**config.mk**
```make
export PLATFORM = sky130hd
export DESIGN_NAME = crc16_frame_checker_unit
export DESIGN_NICKNAME = d
export VERILOG_FILES = /design/src/crcfc_pkg.sv /design/src/crcfc_core.sv /design/src/crc16_frame_checker_unit.sv
export SDC_FILE = /design/constraint.sdc
export NUM_CORES = 1
export LEC_CHECK = 0
export BUFFER_PORTS_ARGS = -buffer_cell sky130_fd_sc_hd__buf_2
export CAP_MARGIN = 30
export CORE_MARGIN = 10
export CORE_UTILIZATION = 53
export CTS_CLUSTER_SIZE = 24
export DETAILED_ROUTE_END_ITERATION = 6
export GPL_TIMING_DRIVEN = 0
export HOLD_SLACK_MARGIN = 0.15
export PLACE_DENSITY = 0.88
export SLEW_MARGIN = 20
export SYNTH_ARGS = -nofsm -noshare
export SYNTH_HDL_FRONTEND = slang
export SYNTH_SLANG_ARGS = --single-unit
```
**constraint.sdc**
```tcl
create_clock -name clock -period 2.8 [get_ports clock]
set_input_delay 0.14 -clock clock [delete_from_list [all_inputs] [get_ports clock]]
set_output_delay 0.14 -clock clock [all_outputs]
set_load 0.02 [all_outputs]
```
**src/crcfc_pkg.sv**
```systemverilog
// Shared types, constants and the CRC-16/MODBUS byte update for the frame checker.
// No dependencies; used by crcfc_core and crc16_frame_checker_unit.
package crcfc_pkg;

   localparam int unsigned COUNT_W = 11;
   localparam logic [COUNT_W-1:0] MAX_FRAME_BYTES = 11'd1024;
   localparam logic [COUNT_W-1:0] MIN_FRAME_BYTES = 11'd8;

   localparam logic [15:0] CRC_POLY_REFLECTED = 16'hA001;
   localparam logic [15:0] CRC_INIT           = 16'hFFFF;

   localparam logic [7:0] REBOOT_CMD_RESET = 8'h02;

   // byte positions inside the frame header
   localparam logic [COUNT_W-1:0] POS_HEAD_FIRST  = 11'd0;
   localparam logic [COUNT_W-1:0] POS_HEAD_SECOND = 11'd1;
   localparam logic [COUNT_W-1:0] POS_COMMAND     = 11'd2;
   localparam logic [COUNT_W-1:0] POS_ACK         = 11'd3;
   localparam logic [COUNT_W-1:0] POS_LEN_HIGH    = 11'd4;
   localparam logic [COUNT_W-1:0] POS_LEN_LOW     = 11'd5;

   localparam int unsigned CSR_INDEX_W = 2;
   localparam logic [CSR_INDEX_W-1:0] CSR_HEAD_FIRST     = 2'd0;
   localparam logic [CSR_INDEX_W-1:0] CSR_HEAD_SECOND    = 2'd1;
   localparam logic [CSR_INDEX_W-1:0] CSR_REBOOT_COMMAND = 2'd2;

   typedef enum logic [1:0] {
      VERDICT_OK     = 2'd0,
      VERDICT_HEADER = 2'd1,
      VERDICT_CRC    = 2'd2,
      VERDICT_SHORT  = 2'd3
   } verdict_type;

   typedef struct packed {
      logic [7:0] head_first;
      logic [7:0] head_second;
      logic [7:0] reboot_command;
   } cfg_type;

   typedef struct packed {
      logic [COUNT_W-1:0] frame_bytes;
      logic               reboot_request;
      logic [15:0]        block_length;
      logic [7:0]         ack_wanted;
      logic [7:0]         command_code;
      verdict_type        verdict;
   } result_type;

   localparam int unsigned RSP_DATA_W = 48;

   function automatic logic [15:0] crc16_byte(input logic [15:0] crc, input logic [7:0] b);
      logic [15:0] c;
      c = crc ^ {8'h00, b};
      for (int i = 0; i < 8; i++) begin
         if (c[0]) begin
            c = (c >> 1) ^ CRC_POLY_REFLECTED;
         end else begin
            c = c >> 1;
         end
      end
      return c;
   endfunction

endpackage

```
**src/crcfc_core.sv**
```systemverilog
// Frame state of the checker: header check, field capture, delayed CRC and verdict.
// Depends on crcfc_pkg. Advances one word per cycle when step is high.
module crcfc_core
   import crcfc_pkg::*;
(
   input  logic       clock,
   input  logic       reset,
   input  logic       step,
   input  logic [7:0] rx_byte,
   input  logic       frame_end,
   input  cfg_type    cfg,
   output logic       res_valid,
   output result_type res
);

   logic [15:0]        crc_ff, crc_in;
   logic [7:0]         held0_ff, held0_in;
   logic [7:0]         held1_ff, held1_in;
   logic [COUNT_W-1:0] count_ff, count_in;
   logic [7:0]         command_ff, command_in;
   logic [7:0]         ack_ff, ack_in;
   logic [15:0]        length_ff, length_in;
   logic               header_bad_ff, header_bad_in;
   logic [15:0]        check;
   verdict_type        verdict;

   always_comb begin
      header_bad_in = header_bad_ff;
      command_in    = command_ff;
      ack_in        = ack_ff;
      length_in     = length_ff;
      if ((count_ff == POS_HEAD_FIRST) && (rx_byte != cfg.head_first)) begin
         header_bad_in = 1'b1;
      end
      if ((count_ff == POS_HEAD_SECOND) && (rx_byte != cfg.head_second)) begin
         header_bad_in = 1'b1;
      end
      if (count_ff == POS_COMMAND) begin
         command_in = rx_byte;
      end
      if (count_ff == POS_ACK) begin
         ack_in = rx_byte;
      end
      if (count_ff == POS_LEN_HIGH) begin
         length_in = {rx_byte, 8'h00};
      end
      if (count_ff == POS_LEN_LOW) begin
         length_in = {length_ff[15:8], rx_byte};
      end

      // the CRC trails the input by two bytes: the last two are the check value
      crc_in   = (count_ff >= POS_COMMAND) ? crc16_byte(crc_ff, held0_ff) : crc_ff;
      held0_in = held1_ff;
      held1_in = rx_byte;
      count_in = (count_ff < MAX_FRAME_BYTES) ? count_ff + 1'b1 : count_ff;

      check = {held1_in, held0_in};
      priority if (count_in < MIN_FRAME_BYTES) begin
         verdict = VERDICT_SHORT;
      end else if (header_bad_in) begin
         verdict = VERDICT_HEADER;
      end else if (check != crc_in) begin
         verdict = VERDICT_CRC;
      end else begin
         verdict = VERDICT_OK;
      end

      res_valid          = step && frame_end;
      res.verdict        = verdict;
      res.command_code   = command_in;
      res.ack_wanted     = ack_in;
      res.block_length   = length_in;
      res.reboot_request = (verdict == VERDICT_OK) && (command_in == cfg.reboot_command);
      res.frame_bytes    = count_in;
   end

   always_ff @(posedge clock) begin
      if (reset || (step && frame_end)) begin
         crc_ff        <= CRC_INIT;
         held0_ff      <= 8'h00;
         held1_ff      <= 8'h00;
         count_ff      <= '0;
         command_ff    <= 8'h00;
         ack_ff        <= 8'h00;
         length_ff     <= 16'h0000;
         header_bad_ff <= 1'b0;
      end else if (step) begin
         crc_ff        <= crc_in;
         held0_ff      <= held0_in;
         held1_ff      <= held1_in;
         count_ff      <= count_in;
         command_ff    <= command_in;
         ack_ff        <= ack_in;
         length_ff     <= length_in;
         header_bad_ff <= header_bad_in;
      end
   end

endmodule

```
**src/crc16_frame_checker_unit.sv**
```systemverilog
// CRC-16/MODBUS frame checker: input word register, frame core, result register.
// A tlast byte enters the input word register, and its verdict the result register.
// Throughput: one byte per cycle unless rsp_tready stalls; the path from the input
// register via the unrolled byte-wide CRC update and check compare sets the cycle.
// Reset (synchronous, active high) clears the frame state, empties both
// registers and returns the header and reboot command registers to 0, 0 and 2.
module crc16_frame_checker_unit
   import crcfc_pkg::*;
(
   input  logic                   clock,
   input  logic                   reset,
   // input stream
   input  logic                   req_tvalid,
   output logic                   req_tready,
   input  logic [7:0]             req_tdata,   // [7:0] rx_byte
   input  logic                   req_tlast,   // frame_end
   // result stream
   output logic                   rsp_tvalid,
   input  logic                   rsp_tready,
   // [1:0] verdict, [9:2] command_code, [17:10] ack_wanted, [33:18] block_length,
   // [34] reboot_request, [45:35] frame_bytes, [47:46] zero
   output logic [RSP_DATA_W-1:0]  rsp_tdata,
   // configuration writes
   input  logic                   csr_valid,
   output logic                   csr_ready,
   input  logic [CSR_INDEX_W-1:0] csr_index,
   input  logic [7:0]             csr_wdata
);

   cfg_type     cfg_ff;
   logic        in_valid_ff;
   logic [7:0]  in_byte_ff;
   logic        in_last_ff;
   logic        rsp_valid_ff;
   result_type  rsp_ff;
   logic        advance;
   logic        step;
   logic        res_valid;
   result_type  res;

   assign csr_ready  = 1'b1;
   assign advance    = !rsp_valid_ff || rsp_tready;
   assign step       = in_valid_ff && advance;
   assign req_tready = !in_valid_ff || advance;
   assign rsp_tvalid = rsp_valid_ff;
   assign rsp_tdata  = {{(RSP_DATA_W - $bits(result_type)){1'b0}}, rsp_ff};

   always_ff @(posedge clock) begin
      if (reset) begin
         cfg_ff.head_first     <= 8'h00;
         cfg_ff.head_second    <= 8'h00;
         cfg_ff.reboot_command <= REBOOT_CMD_RESET;
      end else if (csr_valid && csr_ready) begin
         unique case (csr_index)
            CSR_HEAD_FIRST:     cfg_ff.head_first     <= csr_wdata;
            CSR_HEAD_SECOND:    cfg_ff.head_second    <= csr_wdata;
            CSR_REBOOT_COMMAND: cfg_ff.reboot_command <= csr_wdata;
            default: ;
         endcase
      end
   end

   // input word register
   always_ff @(posedge clock) begin
      if (reset) begin
         in_valid_ff <= 1'b0;
      end else if (req_tready) begin
         in_valid_ff <= req_tvalid;
      end
      if (req_tvalid && req_tready) begin
         in_byte_ff <= req_tdata;
         in_last_ff <= req_tlast;
      end
   end

   crcfc_core u_core (
      .clock     (clock),
      .reset     (reset),
      .step      (step),
      .rx_byte   (in_byte_ff),
      .frame_end (in_last_ff),
      .cfg       (cfg_ff),
      .res_valid (res_valid),
      .res       (res)
   );

   // result register
   always_ff @(posedge clock) begin
      if (reset) begin
         rsp_valid_ff <= 1'b0;
      end else if (advance) begin
         rsp_valid_ff <= res_valid;
      end
      if (res_valid) begin
         rsp_ff <= res;
      end
   end

   a_result_from_last: assert property (@(posedge clock) disable iff (reset)
      res_valid |-> (in_valid_ff && in_last_ff && advance))
      else $error("result produced without a last word in the input register");

   a_input_held: assert property (@(posedge clock) disable iff (reset)
      (in_valid_ff && !advance) |=> (in_valid_ff && $stable(in_byte_ff) && $stable(in_last_ff)))
      else $error("input register changed while stalled");

   a_reboot_only_ok: assert property (@(posedge clock) disable iff (reset)
      (rsp_valid_ff && rsp_ff.reboot_request) |-> (rsp_ff.verdict == VERDICT_OK))
      else $error("reboot request on a frame that is not ok");

   a_short_matches_count: assert property (@(posedge clock) disable iff (reset)
      rsp_valid_ff |-> ((rsp_ff.verdict == VERDICT_SHORT) == (rsp_ff.frame_bytes < MIN_FRAME_BYTES)))
      else $error("too-short verdict disagrees with frame byte count");

endmodule

```
======== Word-level counts from Yosys, hierarchy flattened ========
Cells that the tools add are included.
operators by class
  reductions and logical operators ........ 17
  $lt $le $gt $ge ......................... 3
  bitwise gates (word level) .............. 9
  add/subtract/negate cells ............... 1
  mux-type cells .......................... 19
  eq/ne operators ......................... 11
operators by type and width
  cell                                                                 count
  two-way mux 16 bit                                                   11
  inverter 2 -> 3 bit                                                  8
  equality test 11 x 2 -> 1 bit (second input constant)                2
  equality test 11 x 3 -> 1 bit (second input constant)                2
  two-way mux 8 bit                                                    2
  != test 16 bit                                                       1
  != test 8 bit                                                        2
  XOR 16 x 8 -> 16 bit                                                 1
  adder 11 x 1 -> 11 bit (second input constant)                       1
  equality test 11 x 1 -> 1 bit (second input constant)                1
  greater-or-equal comparator 11 x 2 -> 1 bit (second input constant)  1
  zero test 11 bit                                                     1
  less-than comparator 11 bit (second input constant)                  1
  less-than comparator 11 x 4 -> 1 bit (second input constant)         1
  two-way mux 11 bit                                                   1
  equality test 8 bit                                                  1
  logical AND 1 bit                                                    6
  two-way mux 2 bit                                                    3
  AND reduction 2 bit                                                  3
  zero test 2 bit                                                      2
  logical OR 1 bit                                                     3
  equality test 2 x 1 -> 1 bit (second input constant)                 1
  equality test 2 bit (second input constant)                          1
  zero test 1 bit                                                      2
  two-way mux 1 bit                                                    2
storage, ports and cells
  bits of input ports ..................... 24
  logic and storage cells ................. 81
  register bits after elaboration ......... 157
  output and inout port bits .............. 51

======== Logic depth before layout (Yosys ltp) ========
  depth after elaboration ................. 24
  mapped depth ............................ 11
  mapped depth without buffers ............ 9

======== Modules after synthesis ========
From an unflattened synthesis, not the netlist that was laid out.
unflattened totals
  cells, all modules ...................... 680
  area, all modules ....................... 7226.9 sq um
by module, submodules not included
  module                    area each (sq um)  cells each  times used  sequential area each (sq um)
  crcfc_core                4470.5             519         1           1521.5
  crc16_frame_checker_unit  2756.4             161         1           2172.1

======== Worst setup path before layout ========
OpenSTA, ideal clock, no wires.
  path type ............................... flip-flop to flip-flop
  start point ............................. reg rsp_valid_ff (netlist: rsp_tvalid)
  end point ............................... reg u_core.count_ff[0]
  data arrival time ....................... 2.874 ns
  clock period less this slack ............ 3.002 ns
  path slack .............................. -0.202 ns
  stages on the path, launching flop included .. 11
  buffers on the path ..................... 4
  required time ........................... 2.672 ns
  setup time .............................. 0.128 ns
  path through ............................ dfxtp_1 > nand2b_1 > and2_1 > clkbuf_1 > nand2_1 > inv_1 > or2_2 > clkbuf_1 > clkbuf_1 > clkbuf_1 > nor2_1
on the way
  cells in the longest elaborated chain, start to end .. 5
ends and longest elaborated chain
  item                      line                            RTL
  start: declaration        crc16_frame_checker_unit.sv:34  logic rsp_valid_ff;
  start signal: assignment  crc16_frame_checker_unit.sv:92  rsp_valid_ff <= res_valid;
  zero test 1 bit           crc16_frame_checker_unit.sv:42  assign advance = !rsp_valid_ff || rsp_tready;
  logical OR 1 bit          crc16_frame_checker_unit.sv:42
  logical AND 1 bit         crc16_frame_checker_unit.sv:43  assign step = in_valid_ff && advance;
  logical AND 1 bit         n/a
  net res_valid             crc16_frame_checker_unit.sv:38  logic res_valid;
  logical OR 1 bit          crcfc_core.sv:78                if (reset || (step && frame_end)) begin
  end signal: assignment    crcfc_core.sv:91                count_ff <= count_in;
  end: declaration          crcfc_core.sv:19                logic [COUNT_W-1:0] count_ff, count_in;
The timed path passes the listed nets, and every way through them passes these cells.
A chain may end at the register's enable or synchronous reset.

==> impl_metrics.tcl <==
set metrics [dict create \
    arrival_ps 2870 \
    drtIter0Drc 490 \
    grt_overflow 0 \
    cts_root_buf "clkbuf_16" \
    path_buf_inv 2 \
    cts_buffers 17 \
    final_layout_size_suffix_gt1_share_pct 19.0 \
    reg2reg_from "u_core.count_ff[0]" \
    r2r_slack_ps 80 \
    final_common_cell "dfxtp_1" \
    final_core_util_pct 65.4 \
    seqCellArea_um2 3700 \
    clk_latency_ps 430 \
    cp_slowest_stage_delay_ps 410 \
    die_y_um 136 \
    synthSimpleGateAreaFrac_pct 15.2 \
    synth-compound-area-share_pct 8.03 \
    grt_pass1_vias 5556 \
    max_slew.worst_pin.slew_ps 814 \
    crit_chain "inv_1, ha_1, nor3_2, nand3_2, buf_8, mux2i_1, xor2_1, nand4_1, nor4_4, a21oi_1" \
    wl_per_cell_um 18.1 \
    drt_first_pass_iters 5 \
    hpwl_mm 11.8 \
    status "finished, final reports clean" \
    routed_via_density 5.55 \
    area_delta_synth_final_pct 20.9 \
    path_class "reg2reg" \
    gp_congestion 0.898 \
    synth_mux_area_share_pct 8.68 \
    synth_edf_count 55 \
    fp.dieW_um 136 \
    final_cell_mix "dfxtp_1, nand2_1, buf_2" \
    cts_buffer_depth 2 \
    rows 42 \
    vias 5561 \
    htreeDepth 4 \
    synth-xor-area-share_pct 11.0 \
    crit_family "simple AND/OR/NAND/NOR gates" \
    synth_seq_area_share_pct 51.8 \
    p_leak_nw 3.56 \
    holdWs_ps 409 \
    min_period_ps 2720 \
    start_kind "flip-flop" \
    cpMaxStageDelayCell "dfxtp_2" \
    async_flop_share_pct 0 \
    n_antenna_cell 0 \
    synth_fa_ha_area_share_pct 0.702 \
    maxSlewHeadroom_pct 45.8 \
    synth_cell_types 61 \
    ant_nets 0 \
    grt_max_degree 32 \
    grt.total_usage_pct 19.5 \
    drc 0 \
    synth_top_family_by_area "simple AND/OR/NAND/NOR gates" \
    setup-violations-final 0 \
    powerDensity_nw_per_um2 611 \
    antenna_found_initial 0 \
    cp-end-kind "flip-flop" \
    grt_first_pass_wirelength_mm 28.4 \
    avgSynthCellArea_um2 10.2 \
    cap_violations 0 \
    routed_wl_mm 18.1 \
    ys.flop_type "dfxtp_1" \
    min_path_type "in2reg" \
    port_buffers 70 \
    core_um2 13200 \
    yosysWarnings 0 \
    synthCells 698 \
    ioPinCount 75 \
    tritoncts "built" \
    ys_seq_elements 157 \
    hold_viol 0 \
    crit_fanout 10 \
    fin_nets 841 \
    multiInputGateArea_um2 3170 \
    crit_path_start "u_core.count_ff[0]" \
    clock.fmax_mhz 368 \
    drv_slew 0 \
    skew_ps 11.1 \
    clkTransAtPathRegs_ps 60 \
    required_ps 2960 \
    initial_core_util_pct 54.1 \
    ir_drop_mv 0.423 \
    die_area_um2 18500 \
    cts_sinks 157 \
    n_fill_cell 926 \
    period_share_pct 97.1 \
    synth_area_um2 7130 \
    hold_start "req_tdata[5]" \
]
==> state kept, by name, indices dropped and copies added (netlist names) <==
signal                count
u_core.count_ff          11
u_core.ack_ff             8
u_core.held0_in           8
u_core.header_bad_ff      1
u_core.held0_ff           8
u_core.command_ff         8
in_valid_ff               1
rsp_tdata                46
in_byte_ff                8
cfg_ff                   24
u_core.length_ff         16
rsp_tvalid                1
in_last_ff                1
u_core.crc_ff            16
==> worst reg2reg max path: cells and delay by family (launching register included) <==
| kind | cells | cell delay, ps |
|---|---|---|
| AND/OR/NAND/NOR | 4 | 930 |
| AO/OA/AOI/OAI | 1 | 130 |
| multiplexers | 1 | 170 |
| adder cells (fa/ha/maj) | 1 | 230 |
| buffers and inverters | 2 | 320 |
| XOR/XNOR | 1 | 250 |
| flip-flops | 1 | 410 |
==> power breakdown <==
group / total [mW] / switching [mW] / internal [mW]
Clock: 2.31 / 0.899 / 1.41
Sequential: 2.47 / 0.0409 / 2.42
Combinational: 0.487 / 0.300 / 0.186
==> per-stage QoR <==
stage          instance area [um2]  TNS [ps]  setup WS (ps)  total power [mW]  instances
6_report                      8620         0           81.8              5.27       1002
4_1_cts                       8560         0           16.5              5.24        999
3_5_place_dp                  7730     -2180           -237              2.94        946
5_1_grt                       8620      -104          -52.3              5.43       1002
3_3_place_gp                  7710    -27790           -644              2.92        945
2_1_floorplan                 7140         0           6.10              2.80        699
==> cell families (layout without fill, tap and decap cells) <==
logic type,count (synthesis),count (layout)
simple gates,232,232
flops,157,157
compound gates,90,90
xor+xnor,82,82
buf+inv,71,198
mux,60,60
fa+ha+maj,4,4
other cells,2,3
==> cells in the mapped netlist, types with 2 or more instances <==
| cell type | number | share of area, % |
|---|---|---|
| or2_2 | 2 | 0.18 |
| edfxtp_1 | 55 | 23 |
| a22o_1 | 8 | 0.98 |
| xor2_1 | 27 | 3.3 |
| a311oi_1 | 2 | 0.25 |
| nand3_1 | 11 | 0.77 |
| nor3_1 | 10 | 0.70 |
| xnor3_1 | 2 | 0.63 |
| a221oi_1 | 2 | 0.25 |
| nand2_1 | 95 | 5.0 |
| dfxtp_1 | 102 | 29 |
| a211oi_1 | 8 | 0.84 |
| o211ai_1 | 7 | 0.74 |
| nand4_1 | 6 | 0.53 |
| mux2i_1 | 45 | 6.3 |
| nand4b_1 | 2 | 0.25 |
| buf_2 | 5 | 0.35 |
| nor4_1 | 3 | 0.26 |
| buf_4 | 5 | 0.53 |
| xnor2_1 | 50 | 6.1 |
| clkbuf_8 | 2 | 0.39 |
| mux2_2 | 15 | 2.4 |
| nand2b_1 | 3 | 0.26 |
| inv_1 | 18 | 0.95 |
| nor4_4 | 2 | 0.60 |
| ha_1 | 4 | 0.70 |
| a21oi_1 | 42 | 2.9 |
| a31oi_1 | 4 | 0.35 |
| clkbuf_1 | 33 | 1.7 |
| and2_1 | 4 | 0.35 |
| nor2_1 | 69 | 3.6 |
| nor2b_1 | 2 | 0.18 |
| and3_1 | 8 | 0.70 |
| buf_1 | 7 | 0.37 |
| conb_1 | 2 | 0.11 |
| o21ai_0 | 8 | 0.56 |
| nand3b_1 | 4 | 0.42 |
==> repair_timing <==
| action | in CTS | in global routing |
|---|---|---|
| hold buffers | 21 | 0 |
| buffers inserted | 0 | 3 |
| pin swaps | 0 | 3 |
| gates resized for setup | 8 | 10 |
| setup endpoints to repair | 33 | 41 |
| gates cloned | 0 | 0 |
| hold endpoints to repair | 35 | 0 |
==> routing by layer <==
layer  GRT usage (%)  up-vias  part of all wire (%)
met5               0        -                     0
met4            7.63        0                   2.6
met2            33.0      266                    49
li1                -     2619                     -
met3            5.72       44                   9.8
met1            22.8     2632                    39
==> layout make-up <==
cell class | instances | share of cell area [%]
Buffer | 53 | 3.09
Multi-Input combinational cell | 471 | 36.8
Timing Repair Buffer | 95 | 6.99
Tap cell | 176 | 2.55
Sequential cell | 157 | 42.9
Clock buffer | 20 | 5.18
Clock inverter | 12 | 1.68
Inverter | 18 | 0.827
==> path summary, 6_finish.rpt <==
check             cells past startpoint                  end
hold / removal                        2        in_byte_ff[5]
setup reg to reg                     10         rsp_tdata[1]
setup / recovery                     10         rsp_tdata[1]
hold reg to reg                       2  u_core.length_ff[1]
No activity file was read; power rests on OpenSTA's default activity.
